===== config.mk =====
export PLATFORM = sky130hd
export DESIGN_NAME = grid_map_four_coloring
export DESIGN_NICKNAME = d
export VERILOG_FILES = /design/src/rtl/gmfc_pkg.sv /design/src/rtl/gmfc_ctrl.sv /design/src/rtl/gmfc_dp.sv /design/src/rtl/grid_map_four_coloring.sv
export SDC_FILE = /design/constraint.sdc
export NUM_CORES = 2
export LEC_CHECK = 0
export BUFFER_PORTS_ARGS = -buffer_cell sky130_fd_sc_hd__buf_4
export CAP_MARGIN = 5
export CELL_PAD_IN_SITES_DETAIL_PLACEMENT = 1
export CELL_PAD_IN_SITES_GLOBAL_PLACEMENT = 1
export CORE_MARGIN = 2
export CORE_UTILIZATION = 30
export CTS_BUF_LIST = sky130_fd_sc_hd__clkbuf_2
export DETAILED_ROUTE_END_ITERATION = 7
export GPL_TIMING_DRIVEN = 0
export HOLD_SLACK_MARGIN = 0.12
export PLACE_DENSITY_LB_ADDON = 0.1
export SLEW_MARGIN = 40
export SYNTH_ARGS = -nofsm -noshare
export SYNTH_HDL_FRONTEND = slang
export SYNTH_HIERARCHICAL = 1
export SYNTH_SLANG_ARGS = --single-unit

===== constraint.sdc =====
create_clock -name clk -period 6.8 [get_ports clk]
set_clock_uncertainty 0.2 [all_clocks]
set_input_delay 0.34 -clock clk [delete_from_list [all_inputs] [get_ports clk]]
set_output_delay 0.34 -clock clk [all_outputs]
set_load 0.05 [all_outputs]

===== src/rtl/gmfc_pkg.sv =====
package gmfc_pkg;

	localparam int DEF_MAX_REGIONS  = 26;
	localparam int DEF_MAX_COLUMNS  = 256;
	localparam int DEF_COLOUR_COUNT = 4;
	localparam int MAX_ROWS         = 256;

	localparam int LETTER_W = 5;
	localparam int CFG_W    = 9;
	localparam int COLOUR_W = 3;
	localparam int ROW_W    = 8;
	localparam int IDX_W    = 2;

	// Configuration register indexes.
	localparam logic [IDX_W-1:0] REG_REGIONS = 2'd0;
	localparam logic [IDX_W-1:0] REG_ROWS    = 2'd1;
	localparam logic [IDX_W-1:0] REG_COLUMNS = 2'd2;

	// Commands from the controller to the datapath.
	typedef struct packed {
		logic load;      // accept a map cell
		logic clr_start; // begin the adjacency clearing sweep
		logic srch_init; // reset colours and search index
		logic srch_step; // one search step
		logic emit_init; // start reporting at region 0
		logic emit_next; // advance the reporting region
	} gmfc_cmd_t;

	// Status from the datapath to the controller.
	typedef struct packed {
		logic map_end;   // the cell being loaded is the last of the map
		logic clr_done;  // clearing sweep has passed its last entry
		logic srch_ok;   // search has coloured every region
		logic srch_fail; // search must backtrack past region 0
		logic emit_last; // reporting region is the highest one
	} gmfc_sts_t;

endpackage


===== src/rtl/gmfc_ctrl.sv =====
module gmfc_ctrl (
	input  logic               clk,
	input  logic               arst_n,
	input  logic               in_valid,
	output logic               in_ready,
	output logic               out_valid,
	input  logic               out_ready,
	output logic               found_ok,
	input  gmfc_pkg::gmfc_sts_t sts,
	output gmfc_pkg::gmfc_cmd_t cmd
);
	import gmfc_pkg::*;

	typedef enum logic [5:0] {
		ST_LOAD  = 6'b000001,
		ST_INIT  = 6'b000010,
		ST_SRCH  = 6'b000100,
		ST_EMIT  = 6'b001000,
		ST_FAIL  = 6'b010000,
		ST_CLEAR = 6'b100000
	} state_t;

	state_t state_q;
	logic   found_q;

	assign in_ready  = (state_q == ST_LOAD);
	assign out_valid = (state_q == ST_EMIT) || (state_q == ST_FAIL);
	assign found_ok  = found_q;

	// Command decode for the current state.
	always_comb begin
		cmd = '0;
		cmd.load      = (state_q == ST_LOAD) && in_valid;
		cmd.srch_init = (state_q == ST_INIT);
		cmd.srch_step = (state_q == ST_SRCH);
		cmd.emit_init = (state_q == ST_SRCH) && sts.srch_ok;
		cmd.emit_next = (state_q == ST_EMIT) && out_ready;
		cmd.clr_start = out_valid && out_ready && ((state_q == ST_FAIL) || sts.emit_last);
	end

	// Sequencing: load, search, report, then sweep the adjacency store.
	always_ff @(posedge clk or negedge arst_n) begin
		if (!arst_n) begin
			state_q <= ST_CLEAR;
			found_q <= 1'b0;
		end else begin
			case (state_q)
				ST_LOAD: begin
					if (in_valid && sts.map_end) state_q <= ST_INIT;
				end
				ST_INIT: state_q <= ST_SRCH;
				ST_SRCH: begin
					if (sts.srch_ok) begin
						state_q <= ST_EMIT;
						found_q <= 1'b1;
					end else if (sts.srch_fail) begin
						state_q <= ST_FAIL;
						found_q <= 1'b0;
					end
				end
				ST_EMIT: begin
					if (out_ready && sts.emit_last) state_q <= ST_CLEAR;
				end
				ST_FAIL: begin
					if (out_ready) state_q <= ST_CLEAR;
				end
				ST_CLEAR: begin
					if (sts.clr_done) state_q <= ST_LOAD;
				end
				default: state_q <= ST_CLEAR;
			endcase
		end
	end
endmodule


===== src/rtl/gmfc_dp.sv =====
module gmfc_dp #(
	parameter int MAX_REGIONS  = gmfc_pkg::DEF_MAX_REGIONS,
	parameter int MAX_COLUMNS  = gmfc_pkg::DEF_MAX_COLUMNS,
	parameter int COLOUR_COUNT = gmfc_pkg::DEF_COLOUR_COUNT
) (
	input  logic                          clk,
	input  logic                          arst_n,
	input  logic                          cfg_we,
	input  logic [gmfc_pkg::IDX_W-1:0]    cfg_index,
	input  logic [gmfc_pkg::CFG_W-1:0]    cfg_data,
	input  logic [gmfc_pkg::LETTER_W-1:0] cell_letter,
	input  gmfc_pkg::gmfc_cmd_t           cmd,
	output gmfc_pkg::gmfc_sts_t           sts,
	output logic [gmfc_pkg::LETTER_W-1:0] region,
	output logic [gmfc_pkg::COLOUR_W-1:0] colour
);
	import gmfc_pkg::*;

	localparam int RI_W  = $clog2(MAX_REGIONS);
	localparam int SW_W  = $clog2(MAX_REGIONS + 1);
	localparam int COL_W = $clog2(MAX_COLUMNS);
	localparam int CNT_W = $clog2(MAX_COLUMNS + 1);

	logic [LETTER_W-1:0] regions_q;
	logic [CFG_W-1:0]    rows_q, cols_q;

	logic [LETTER_W-1:0] line_q [MAX_COLUMNS];
	logic [LETTER_W-1:0] left_q;
	logic [ROW_W-1:0]    row_q;
	logic [COL_W-1:0]    col_q;
	logic [MAX_REGIONS-1:0] adj_q [MAX_REGIONS];
	logic [COLOUR_W-1:0] clr_q [MAX_REGIONS];
	logic [LETTER_W-1:0] idx_q;
	logic [SW_W-1:0]     sweep_q;
	logic [LETTER_W-1:0] emit_q;

	logic [LETTER_W-1:0] n_eff;
	logic [CNT_W-1:0]    cols_eff;
	logic [ROW_W:0]      rows_eff;
	logic [LETTER_W-1:0] up_q;
	logic [COL_W-1:0]    col_next;
	logic                row_end;

	// Register writes.
	always_ff @(posedge clk or negedge arst_n) begin
		if (!arst_n) begin
			regions_q <= LETTER_W'(26);
			rows_q    <= CFG_W'(1);
			cols_q    <= CFG_W'(1);
		end else if (cfg_we) begin
			case (cfg_index)
				REG_REGIONS: regions_q <= cfg_data[LETTER_W-1:0];
				REG_ROWS:    rows_q    <= cfg_data;
				REG_COLUMNS: cols_q    <= cfg_data;
				default: ;
			endcase
		end
	end

	// Clamped register values.
	always_comb begin
		if (regions_q == '0) n_eff = LETTER_W'(1);
		else if (32'(regions_q) > MAX_REGIONS) n_eff = LETTER_W'(MAX_REGIONS);
		else n_eff = regions_q;
		if (cols_q == '0) cols_eff = CNT_W'(1);
		else if (32'(cols_q) > MAX_COLUMNS) cols_eff = CNT_W'(MAX_COLUMNS);
		else cols_eff = CNT_W'(cols_q);
		if (rows_q == '0) rows_eff = (ROW_W+1)'(1);
		else if (32'(rows_q) > MAX_ROWS) rows_eff = (ROW_W+1)'(MAX_ROWS);
		else rows_eff = rows_q;
	end

	assign row_end  = (CNT_W'(col_q) + CNT_W'(1)) >= cols_eff;
	assign col_next = row_end ? '0 : col_q + COL_W'(1);
	assign sts.map_end = row_end && ((ROW_W+1)'(row_q) + (ROW_W+1)'(1) >= rows_eff);

	// Line buffer: store the cell and fetch the letter above the next position.
	// With a single column the next position is the one being written.
	always_ff @(posedge clk) begin
		if (cmd.load) begin
			line_q[col_q] <= cell_letter;
			up_q <= (col_next == col_q) ? cell_letter : line_q[col_next];
		end
	end

	// Raster position and left neighbour.
	always_ff @(posedge clk or negedge arst_n) begin
		if (!arst_n) begin
			left_q <= '0;
			row_q  <= '0;
			col_q  <= '0;
		end else if (cmd.clr_start) begin
			left_q <= '0;
			row_q  <= '0;
			col_q  <= '0;
		end else if (cmd.load) begin
			left_q <= cell_letter;
			if (row_end) begin
				col_q <= '0;
				row_q <= sts.map_end ? '0 : row_q + ROW_W'(1);
			end else begin
				col_q <= col_q + COL_W'(1);
			end
		end
	end

	// Adjacency marking and the clearing sweep.
	logic mark_l, mark_u;
	logic [MAX_REGIONS-1:0] cell_bit, left_bit, up_bit;
	assign mark_l = (col_q != '0) && (left_q != cell_letter) && (left_q < n_eff)
		&& (cell_letter < n_eff);
	assign mark_u = (row_q != '0) && (up_q != cell_letter) && (up_q < n_eff)
		&& (cell_letter < n_eff);
	assign cell_bit = MAX_REGIONS'(1) << cell_letter;
	assign left_bit = MAX_REGIONS'(1) << left_q;
	assign up_bit   = MAX_REGIONS'(1) << up_q;
	assign sts.clr_done = (32'(sweep_q) == MAX_REGIONS);

	always_ff @(posedge clk or negedge arst_n) begin
		if (!arst_n) begin
			sweep_q <= '0;
		end else if (cmd.clr_start) begin
			sweep_q <= '0;
		end else if (!sts.clr_done) begin
			sweep_q <= sweep_q + SW_W'(1);
		end else begin
			sweep_q <= sweep_q;
		end
	end

	// The sweep always runs after reset and after each map before loading.
	logic sweeping;
	assign sweeping = !cmd.load && !cmd.srch_step && !cmd.srch_init;

	always_ff @(posedge clk) begin
		for (int r = 0; r < MAX_REGIONS; r++) begin
			if (cmd.clr_start || (sweeping && sweep_q == SW_W'(r) && !sts.clr_done)) begin
				adj_q[r] <= '0;
			end else if (cmd.load) begin
				adj_q[r] <= adj_q[r]
					| ((mark_l && left_q == LETTER_W'(r)) ? cell_bit : '0)
					| ((mark_u && up_q == LETTER_W'(r)) ? cell_bit : '0)
					| ((mark_l && cell_letter == LETTER_W'(r)) ? left_bit : '0)
					| ((mark_u && cell_letter == LETTER_W'(r)) ? up_bit : '0);
			end
		end
	end

	// One search step: try colours above the current one, lowest first.
	logic [RI_W-1:0]     cur;
	logic [COLOUR_W-1:0] chosen;
	logic [COLOUR_COUNT:1] blocked;
	assign cur = idx_q[RI_W-1:0];

	always_comb begin
		blocked = '0;
		for (int j = 0; j < MAX_REGIONS; j++) begin
			for (int c = 1; c <= COLOUR_COUNT; c++) begin
				if (LETTER_W'(j) < idx_q && adj_q[cur][j] && clr_q[j] == COLOUR_W'(c))
					blocked[c] = 1'b1;
			end
		end
		chosen = '0;
		for (int c = COLOUR_COUNT; c >= 1; c--) begin
			if (COLOUR_W'(c) > clr_q[cur] && !blocked[c]) chosen = COLOUR_W'(c);
		end
	end

	assign sts.srch_ok   = (idx_q >= n_eff);
	assign sts.srch_fail = !sts.srch_ok && (chosen == '0) && (idx_q == '0);

	always_ff @(posedge clk or negedge arst_n) begin
		if (!arst_n) begin
			idx_q <= '0;
			for (int r = 0; r < MAX_REGIONS; r++) clr_q[r] <= '0;
		end else if (cmd.srch_init) begin
			idx_q <= '0;
			for (int r = 0; r < MAX_REGIONS; r++) clr_q[r] <= '0;
		end else if (cmd.srch_step && !sts.srch_ok && !sts.srch_fail) begin
			clr_q[cur] <= chosen;
			idx_q <= (chosen != '0) ? idx_q + LETTER_W'(1) : idx_q - LETTER_W'(1);
		end
	end

	// Result reporting.
	always_ff @(posedge clk or negedge arst_n) begin
		if (!arst_n) emit_q <= '0;
		else if (cmd.emit_init) emit_q <= '0;
		else if (cmd.emit_next && !sts.emit_last) emit_q <= emit_q + LETTER_W'(1);
	end

	assign sts.emit_last = (emit_q + LETTER_W'(1) >= n_eff);
	assign region = sts.srch_ok ? emit_q : '0;
	assign colour = sts.srch_ok ? clr_q[emit_q[RI_W-1:0]] : '0;
endmodule


===== src/rtl/grid_map_four_coloring.sv =====
// Grid map colouring: cells enter one item per cycle in raster order while
// in_ready is high; after the last cell the block runs a backtracking search,
// one region step per cycle (each step is a colour choice or a backtrack, so the
// run time follows the shape of the map), then gives one result item per region,
// or a single item with found low when no colouring exists. After each map and
// after reset a sweep clears the adjacency store before the next cell is taken.
module grid_map_four_coloring #(
	parameter int MAX_REGIONS  = gmfc_pkg::DEF_MAX_REGIONS,
	parameter int MAX_COLUMNS  = gmfc_pkg::DEF_MAX_COLUMNS,
	parameter int COLOUR_COUNT = gmfc_pkg::DEF_COLOUR_COUNT
) (
	input  logic                          clk,
	input  logic                          arst_n,
	input  logic                          cfg_we,
	input  logic [gmfc_pkg::IDX_W-1:0]    cfg_index,
	input  logic [gmfc_pkg::CFG_W-1:0]    cfg_data,
	input  logic                          in_valid,
	output logic                          in_ready,
	input  logic [gmfc_pkg::LETTER_W-1:0] cell_letter,
	output logic                          out_valid,
	input  logic                          out_ready,
	output logic [gmfc_pkg::LETTER_W-1:0] region,
	output logic [gmfc_pkg::COLOUR_W-1:0] colour,
	output logic                          found,
	output logic                          last_result
);
	import gmfc_pkg::*;

	gmfc_cmd_t cmd;
	gmfc_sts_t sts;
	logic      found_ok;

	gmfc_ctrl u_ctrl (
		.clk(clk), .arst_n(arst_n), .in_valid(in_valid), .in_ready(in_ready),
		.out_valid(out_valid), .out_ready(out_ready), .found_ok(found_ok),
		.sts(sts), .cmd(cmd)
	);

	gmfc_dp #(
		.MAX_REGIONS(MAX_REGIONS), .MAX_COLUMNS(MAX_COLUMNS),
		.COLOUR_COUNT(COLOUR_COUNT)
	) u_dp (
		.clk(clk), .arst_n(arst_n), .cfg_we(cfg_we), .cfg_index(cfg_index),
		.cfg_data(cfg_data), .cell_letter(cell_letter), .cmd(cmd), .sts(sts),
		.region(region), .colour(colour)
	);

	assign found       = found_ok;
	assign last_result = !found_ok || sts.emit_last;
endmodule

Word level (Yosys, flattened, before mapping)
Memories as Yosys holds them, arrays and structs flattened. A register that Yosys moved wholly into a read port is not among the register bits.
Cells that the tools add are included.
{"block": "op_classes", "n_eq_ne": 221, "magnitude_cmp": 43, "muxes": 388, "bitwise_logic": 132, "shift": 3, "addsub": 8, "n_reduce_logical": 377}
{"cell": "26-bit 2-to-1 mux", "n": 130}
{"cell": "26-bit OR", "n": 104}
{"cell": "1-bit logical AND", "n": 312}
{"cell": "1-bit 2-to-1 mux", "n": 212}
{"cell": "5-bit == test, second input constant", "n": 41}
{"cell": "5-bit by 4-bit == test with 1-bit output, second input constant", "n": 32}
{"cell": "3-bit by 2-bit == test with 1-bit output, second input constant", "n": 52}
{"cell": "78-bit 2-to-1 mux", "n": 2}
{"cell": "5-bit by 3-bit == test with 1-bit output, second input constant", "n": 16}
{"cell": "78-bit bitwise mux", "n": 1}
{"cell": "3-bit by 1-bit == test with 1-bit output, second input constant", "n": 26}
{"cell": "3-bit == test, second input constant", "n": 26}
{"cell": "1-bit by 5-bit left shift with 26-bit output, first input constant", "n": 3}
{"cell": "5-bit 2-to-1 mux", "n": 12}
{"cell": "8-bit 2-to-1 mux", "n": 7}
{"cell": "5-bit less-than comparator, first input constant", "n": 10}
{"cell": "5-bit by 2-bit == test with 1-bit output, second input constant", "n": 8}
{"cell": "4-bit by 5-bit less-than comparator with 1-bit output, first input constant", "n": 8}
{"cell": "6-bit 2-to-1 mux", "n": 6}
{"cell": "9-bit 2-to-1 mux", "n": 4}
{"cell": "6-bit case mux with 6 select lines", "n": 1}
{"cell": "3-bit binary-select mux with 5-bit select", "n": 2}
{"cell": "5-bit logical NOT", "n": 6}
{"cell": "3-bit 2-to-1 mux", "n": 10}
{"cell": "43 further kinds", "n": 141}
{"block": "word_totals", "elab_cells": 1211, "input_bits": 21, "reg_bits": 144, "mem_count": 2, "ramBits": 1956, "output_inout_bits": 12}
{"memory": "u_dp.line_q", "words": 256, "width": 5, "read_ports": 1, "rd_clocked_by_memory_dff": 1, "wr": 1, "line_no": "gmfc_dp.sv:27", "text": "logic [LETTER_W-1:0] line_q [MAX_COLUMNS];"}
{"memory": "u_dp.adj_q", "words": 26, "width": 26, "read_ports": 27, "rd_clocked_by_memory_dff": 0, "wr": 26, "line_no": "gmfc_dp.sv:31", "text": "logic [MAX_REGIONS-1:0] adj_q [MAX_REGIONS];"}

Logic depth before layout (Yosys ltp)
{"block": "depth", "word_depth": 42, "mapped_depth": 23, "depth_no_buf": 18}

Hierarchy
Netlist, hierarchy kept.
{"module": "gmfc_dp", "n_inst": 1, "cells_per_inst": 6500, "seq_area_each_um2": 54003.0, "area_each_um2": 84065.6}
{"module": "gmfc_ctrl", "n_inst": 1, "cells_per_inst": 45, "seq_area_each_um2": 176.4, "area_each_um2": 445.4}
{"module": "grid_map_four_coloring", "n_inst": 1, "cells_per_inst": 1, "seq_area_each_um2": 0.0, "area_each_um2": 6.3}

Least setup slack after synthesis
No wires, ideal clock.
{"block": "synth_path", "path_kind": "register -> register", "startpoint": "register u_dp.col_q[1]", "endpoint": "register u_dp.up_q[0] (read register of u_dp.line_q), data pin", "path_buffers": 9, "slack_ns": 1.431, "setup_ns": 0.169, "t_arrival_ns": 5.000, "path_stages_with_launch": 22, "period_less_slack_ns": 5.369, "required_time_ns": 6.431, "cell_sequence": "dfrtp_1 ha_1 buf_2 xnor2_1 inv_1 clkbuf_1 clkbuf_1 clkbuf_1 clkbuf_1 buf_1 ha_1 a21oi_1 o211ai_1 a41oi_1 clkbuf_1 buf_1 buf_1 o221ai_1 a22o_1 a22oi_1 o211ai_1 o31ai_1"}
{"block": "synth_via", "elab_chain_cells": 3, "word_cells_on_any_way": 4, "cone_classes": "add/sub: 2; order compare: 1; mux: 1"}
{"element": "start: declaration", "line_no": "gmfc_dp.sv:30", "text": "logic [COL_W-1:0] col_q;"}
{"element": "start signal: assignment", "line_no": "gmfc_dp.sv:102", "text": "col_q <= col_q + COL_W'(1);"}
{"element": "8-bit by 1-bit adder with 9-bit output", "line_no": "gmfc_dp.sv:73", "text": "assign row_end = (CNT_W'(col_q) + CNT_W'(1)) >= cols_eff;"}
{"element": "9-bit greater-or-equal comparator", "line_no": "gmfc_dp.sv:73"}
{"element": "8-bit 2-to-1 mux (*)", "line_no": "gmfc_dp.sv:74", "text": "assign col_next = row_end ? '0 : col_q + COL_W'(1);"}
{"element": "end: declaration", "line_no": "gmfc_dp.sv:40", "text": "logic [LETTER_W-1:0] up_q;"}
Mark *: on every way between the ends. The rest lies on a longest branch, timed or not.
A chain may end at the register's enable or synchronous reset.

Worst setup path in the final report
{"block": "layout_path", "startpoint": "register u_dp.col_q[4]", "endpoint": "register u_dp.up_q[1] (read register of u_dp.line_q), data pin"}
Same word-level chain as after synthesis.

==> flow_metrics.tcl <==
set metrics [dict create \
    outcome "finished, violations left" \
    violations "negative setup slack" \
    grt_use_met2_pct 49.3 \
    cts.sinks 1828 \
    die_h_um 535 \
    pwr-share-comb_pct 33.7 \
    route.detailed.wl_per_inst_um 40.2 \
    leakage_nw 32.3 \
    period_needed_ns 6.95 \
    max_freq_mhz 144 \
    grt_first_pass_wirelength_um 610000 \
    ant_nets 0 \
    die_area_um2 286000 \
    cts_made_buffers 532 \
    final_cells 11400 \
    start_util_pct 30.2 \
    drv_slew 0 \
    synth_seq_area_share_pct 64.1 \
    synth_seq_cells 1828 \
    grt_pass1_vias 68500 \
    power.switching_mw 13.3 \
    synth_top_family_by_area "compound AO/OA/AOI/OAI gates" \
    power.total_mw 32.6 \
    viasPerCell 5.98 \
    synth_cell_types 101 \
    clock_latency_ns 1.84 \
    path_cells "clkbuf_1, nand4_1, clkbuf_2, nor2_1, ha_1, o21ai_0, nand2b_1, clkbuf_2, a21oi_1, clkbuf_4, nand2_1, o221ai_1, o21ai_0, nand4_1, nand4_1, a32o_2" \
    grt_usage_pct 31.3 \
    drive_gt1_share_pct 21.9 \
    hp-class "flop to flop" \
    yosys.area.top_type_share_pct 59.8 \
    setup.worst_path.end_class "flop" \
    clk_transition_reported_paths_ns 0.10 \
    syn_avg_cell_area_um2 12.9 \
    drt-total-wl_um 458000 \
    swShare_pct 40.9 \
    place_inst 10400 \
    drt_drc_violations_left 0 \
    worst_path_largest_cell_delay_ns 0.58 \
    min_period_over_period_pct 102 \
    antenna_found_initial 34 \
    worstPathArrival_ns 8.21 \
    stdcell_area_um2 99200 \
    final_nets 7394 \
    grt_max_degree 83 \
    synth_compound_area_share_pct 15.1 \
    clkPwrFrac_pct 26.7 \
    hold_violations 0 \
    p_int_mw 19.3 \
    num_rows 194 \
    cts_tree "done" \
    tightestPinTransition_ns 0.982 \
    critPathTopFamily "simple AND/OR/NAND/NOR gates" \
    final.setup.worst_slack_ns -0.150 \
    yosysMostFrequentCell "edfxtp_1" \
    grt_overflow 0 \
    synth_common_cells "edfxtp_1 (1684), nor2_1 (560), o22ai_1 (539)" \
    ys.warnings.count 6 \
    relSlewSlack_pct 34.5 \
    placed_area_um2 92800 \
    dpl.hpwl_um 331000 \
    areaGrowthSynthToFinish_pct 17.4 \
    die-width_um 535 \
    synth_edf_count 1684 \
    rsz0062_at_grt "no" \
    grtUsageMet1_pct 39.0 \
    max_cap_viol_count 0 \
    syn_area_um2 84500 \
    gp_congestion 0.960 \
    coreArea_um2 280000 \
    cts_max_level 6 \
    synthTopCellsByArea "edfxtp_1 (60%), mux2i_1 (4.8%), dfrtp_1 (4.1%), o22ai_1 (4.0%), nor2_1 (2.5%)" \
    muxShareOfSynthArea_pct 8.53 \
    timing.hold.ws_ns 0.329 \
    tns_ns -0.542 \
    path_class "flop to flop" \
    fillers 30100 \
    post-synth-top-area-cell "edfxtp_1" \
    synth_fa_ha_area_share_pct 0.844 \
    num_vias 68200 \
    synth_top_flop_cell "edfxtp_1" \
    port_buffers 32 \
    cts.path.max_buffers 4 \
    grt_use_met3_pct 5.95 \
    synth-async-reset-ratio_pct 7.88 \
    critPathRequiredTime_ns 8.06 \
    ios 33 \
    crit_top_cell "nand4_1" \
    drtIter0Drc 7977 \
    cts_root_buf "clkbuf_2" \
    top_usage_layer "met2" \
    setup-violations-final 5 \
    synth_cells 6546 \
    p_seq_share_pct 39.6 \
    synth_xor_area_share_pct 0.311 \
    critPathBufInv 4 \
    power.density_nw_per_um2 328 \
    cpMaxStageDelayCell "clkbuf_1" \
    firstDrtPassIters 6 \
    critPathLaunchType "flop" \
    crit_path_max_fanout 10 \
    peakVddDrop_uv 165 \
    synth_simple_gate_area_share_pct 8.07 \
    syn-num-nets 6624 \
]
path summary, 6_finish.rpt:
check / start / end / slack (ns) / depth (start not counted)
worst min register to register: u_ctrl/found_ok$_DFFE_PN0P_ / u_ctrl/found_ok$_DFFE_PN0P_ / 0.33 / 1
worst max-delay path: u_dp/col_q[4]$_DFFE_PN0P_ / u_dp/up_q[1]$_DFFE_PP_ / -0.15 / 16
min in group asynchronous: arst_n / u_dp/clr_q[51]$_DFFE_PN0P_ / 0.70 / 6
worst min-delay path: u_ctrl/found_ok$_DFFE_PN0P_ / u_ctrl/found_ok$_DFFE_PN0P_ / 0.33 / 1
max in group asynchronous: arst_n / u_dp/regions_q[4]$_DFFE_PN1P_ / 4.71 / 8
worst max register to register: u_dp/col_q[4]$_DFFE_PN0P_ / u_dp/up_q[1]$_DFFE_PP_ / -0.15 / 16
final cells by class:
type / count / area, um2 / share of cell area, %
diodes: 15 / 37.5 / 0.0378
plain buffers: 574 / 2910 / 2.93
clock buffers: 767 / 3840 / 3.87
clock inverters: 115 / 903 / 0.910
inverters: 58 / 221 / 0.223
multi-input cells: 4081 / 28600 / 28.8
flip-flops and latches: 1828 / 54200 / 54.6
well taps: 3724 / 4660 / 4.70
repair buffers: 241 / 3870 / 3.90
timing repair:
item                        CTS  global route
gates resized for setup     135            21
hold buffers                 84             0
setup endpoints to repair    21             5
hold endpoints to repair   1806             0
setup buffers                11             1
pin swaps                    11             7
sequential cells by signal, summed over array words and instances (netlist names), 6 cells and up:
signal / cells
u_dp/row_q: 8
u_dp/cols_q: 9
u_dp/col_q: 8
u_ctrl/state_q: 6
u_dp/line_q: 1280
u_dp/clr_q: 78
u_dp/adj_q: 399
u_dp/rows_q: 9
through the flow:
step / worst slack [ns] / util (%)
after detailed placement: -2.75 / 33.2
after global placement: -8.05 / 31.9
final: -0.150 / 35.5
after global routing: 0.0177 / 35.4
after CTS: 0.0164 / 35.4
after floorplan: 1.43 / -
layout by cell type (no fill, tap or decap), types with 22 or more instances in the layout:
cell,instances
a211oi_1,73
nand3_1,108
nand2b_1,53
buf_2,103
nand4_1,47
nor3_1,57
nand2_1,337
nor2b_1,40
inv_1,50
o22ai_1,537
mux2_2,129
buf_4,76
mux2i_1,403
a21oi_1,315
dfrtp_1,137
a22oi_1,22
and2_1,40
nor2_1,549
o221ai_1,116
clkbuf_1,252
o21ai_0,246
clkbuf_4,28
mux4_2,74
clkinv_1,73
a31oi_1,43
and3_1,29
o21a_1,252
ha_1,57
clkbuf_2,893
edfxtp_1,1684
nor4_1,26
o21ai_1,23
dlygate4sd3_1,79
buf_16,81
o211ai_1,58
cell families after synthesis:
logic type      Yosys count
fa+ha+maj                57
flops                  1828
xor+xnor                 30
simple gates           1447
compound gates         1936
mux                     611
buf+inv                 637
power by group through the flow:
| stage | registers (mW) | clock network (mW) | logic, mW |
|---|---|---|---|
| 2_1_floorplan | 13.1 | 0 | 3.94 |
| 3_5_place_dp | 13.2 | 0 | 10.3 |
| 3_3_place_gp | 13.2 | 0 | 9.37 |
| 6_report | 12.9 | 8.70 | 11.0 |
| 4_1_cts | 12.9 | 8.92 | 10.6 |
| 5_1_grt | 12.9 | 9.45 | 10.9 |
worst register-to-register path, cell delays in order, from the launching register on:
cell and delay, ns:
dfrtp_1 0.51, clkbuf_1 0.58, nand4_1 0.53, clkbuf_2 0.45
nor2_1 0.23, ha_1 0.30, o21ai_0 0.13, nand2b_1 0.44
clkbuf_2 0.47, a21oi_1 0.35, clkbuf_4 0.40, nand2_1 0.36
o221ai_1 0.30, o21ai_0 0.26, nand4_1 0.26, nand4_1 0.37
a32o_2 0.46
routing by layer:
| layer | up-vias | share of wire, % |
|---|---|---|
| li1 | 27500 | - |
| met1 | 35700 | 39 |
| met2 | 3828 | 45 |
| met3 | 1101 | 8.0 |
| met4 | 16 | 7.9 |
| met5 | - | 0.024 |
No activity file was read; power rests on OpenSTA's default activity.
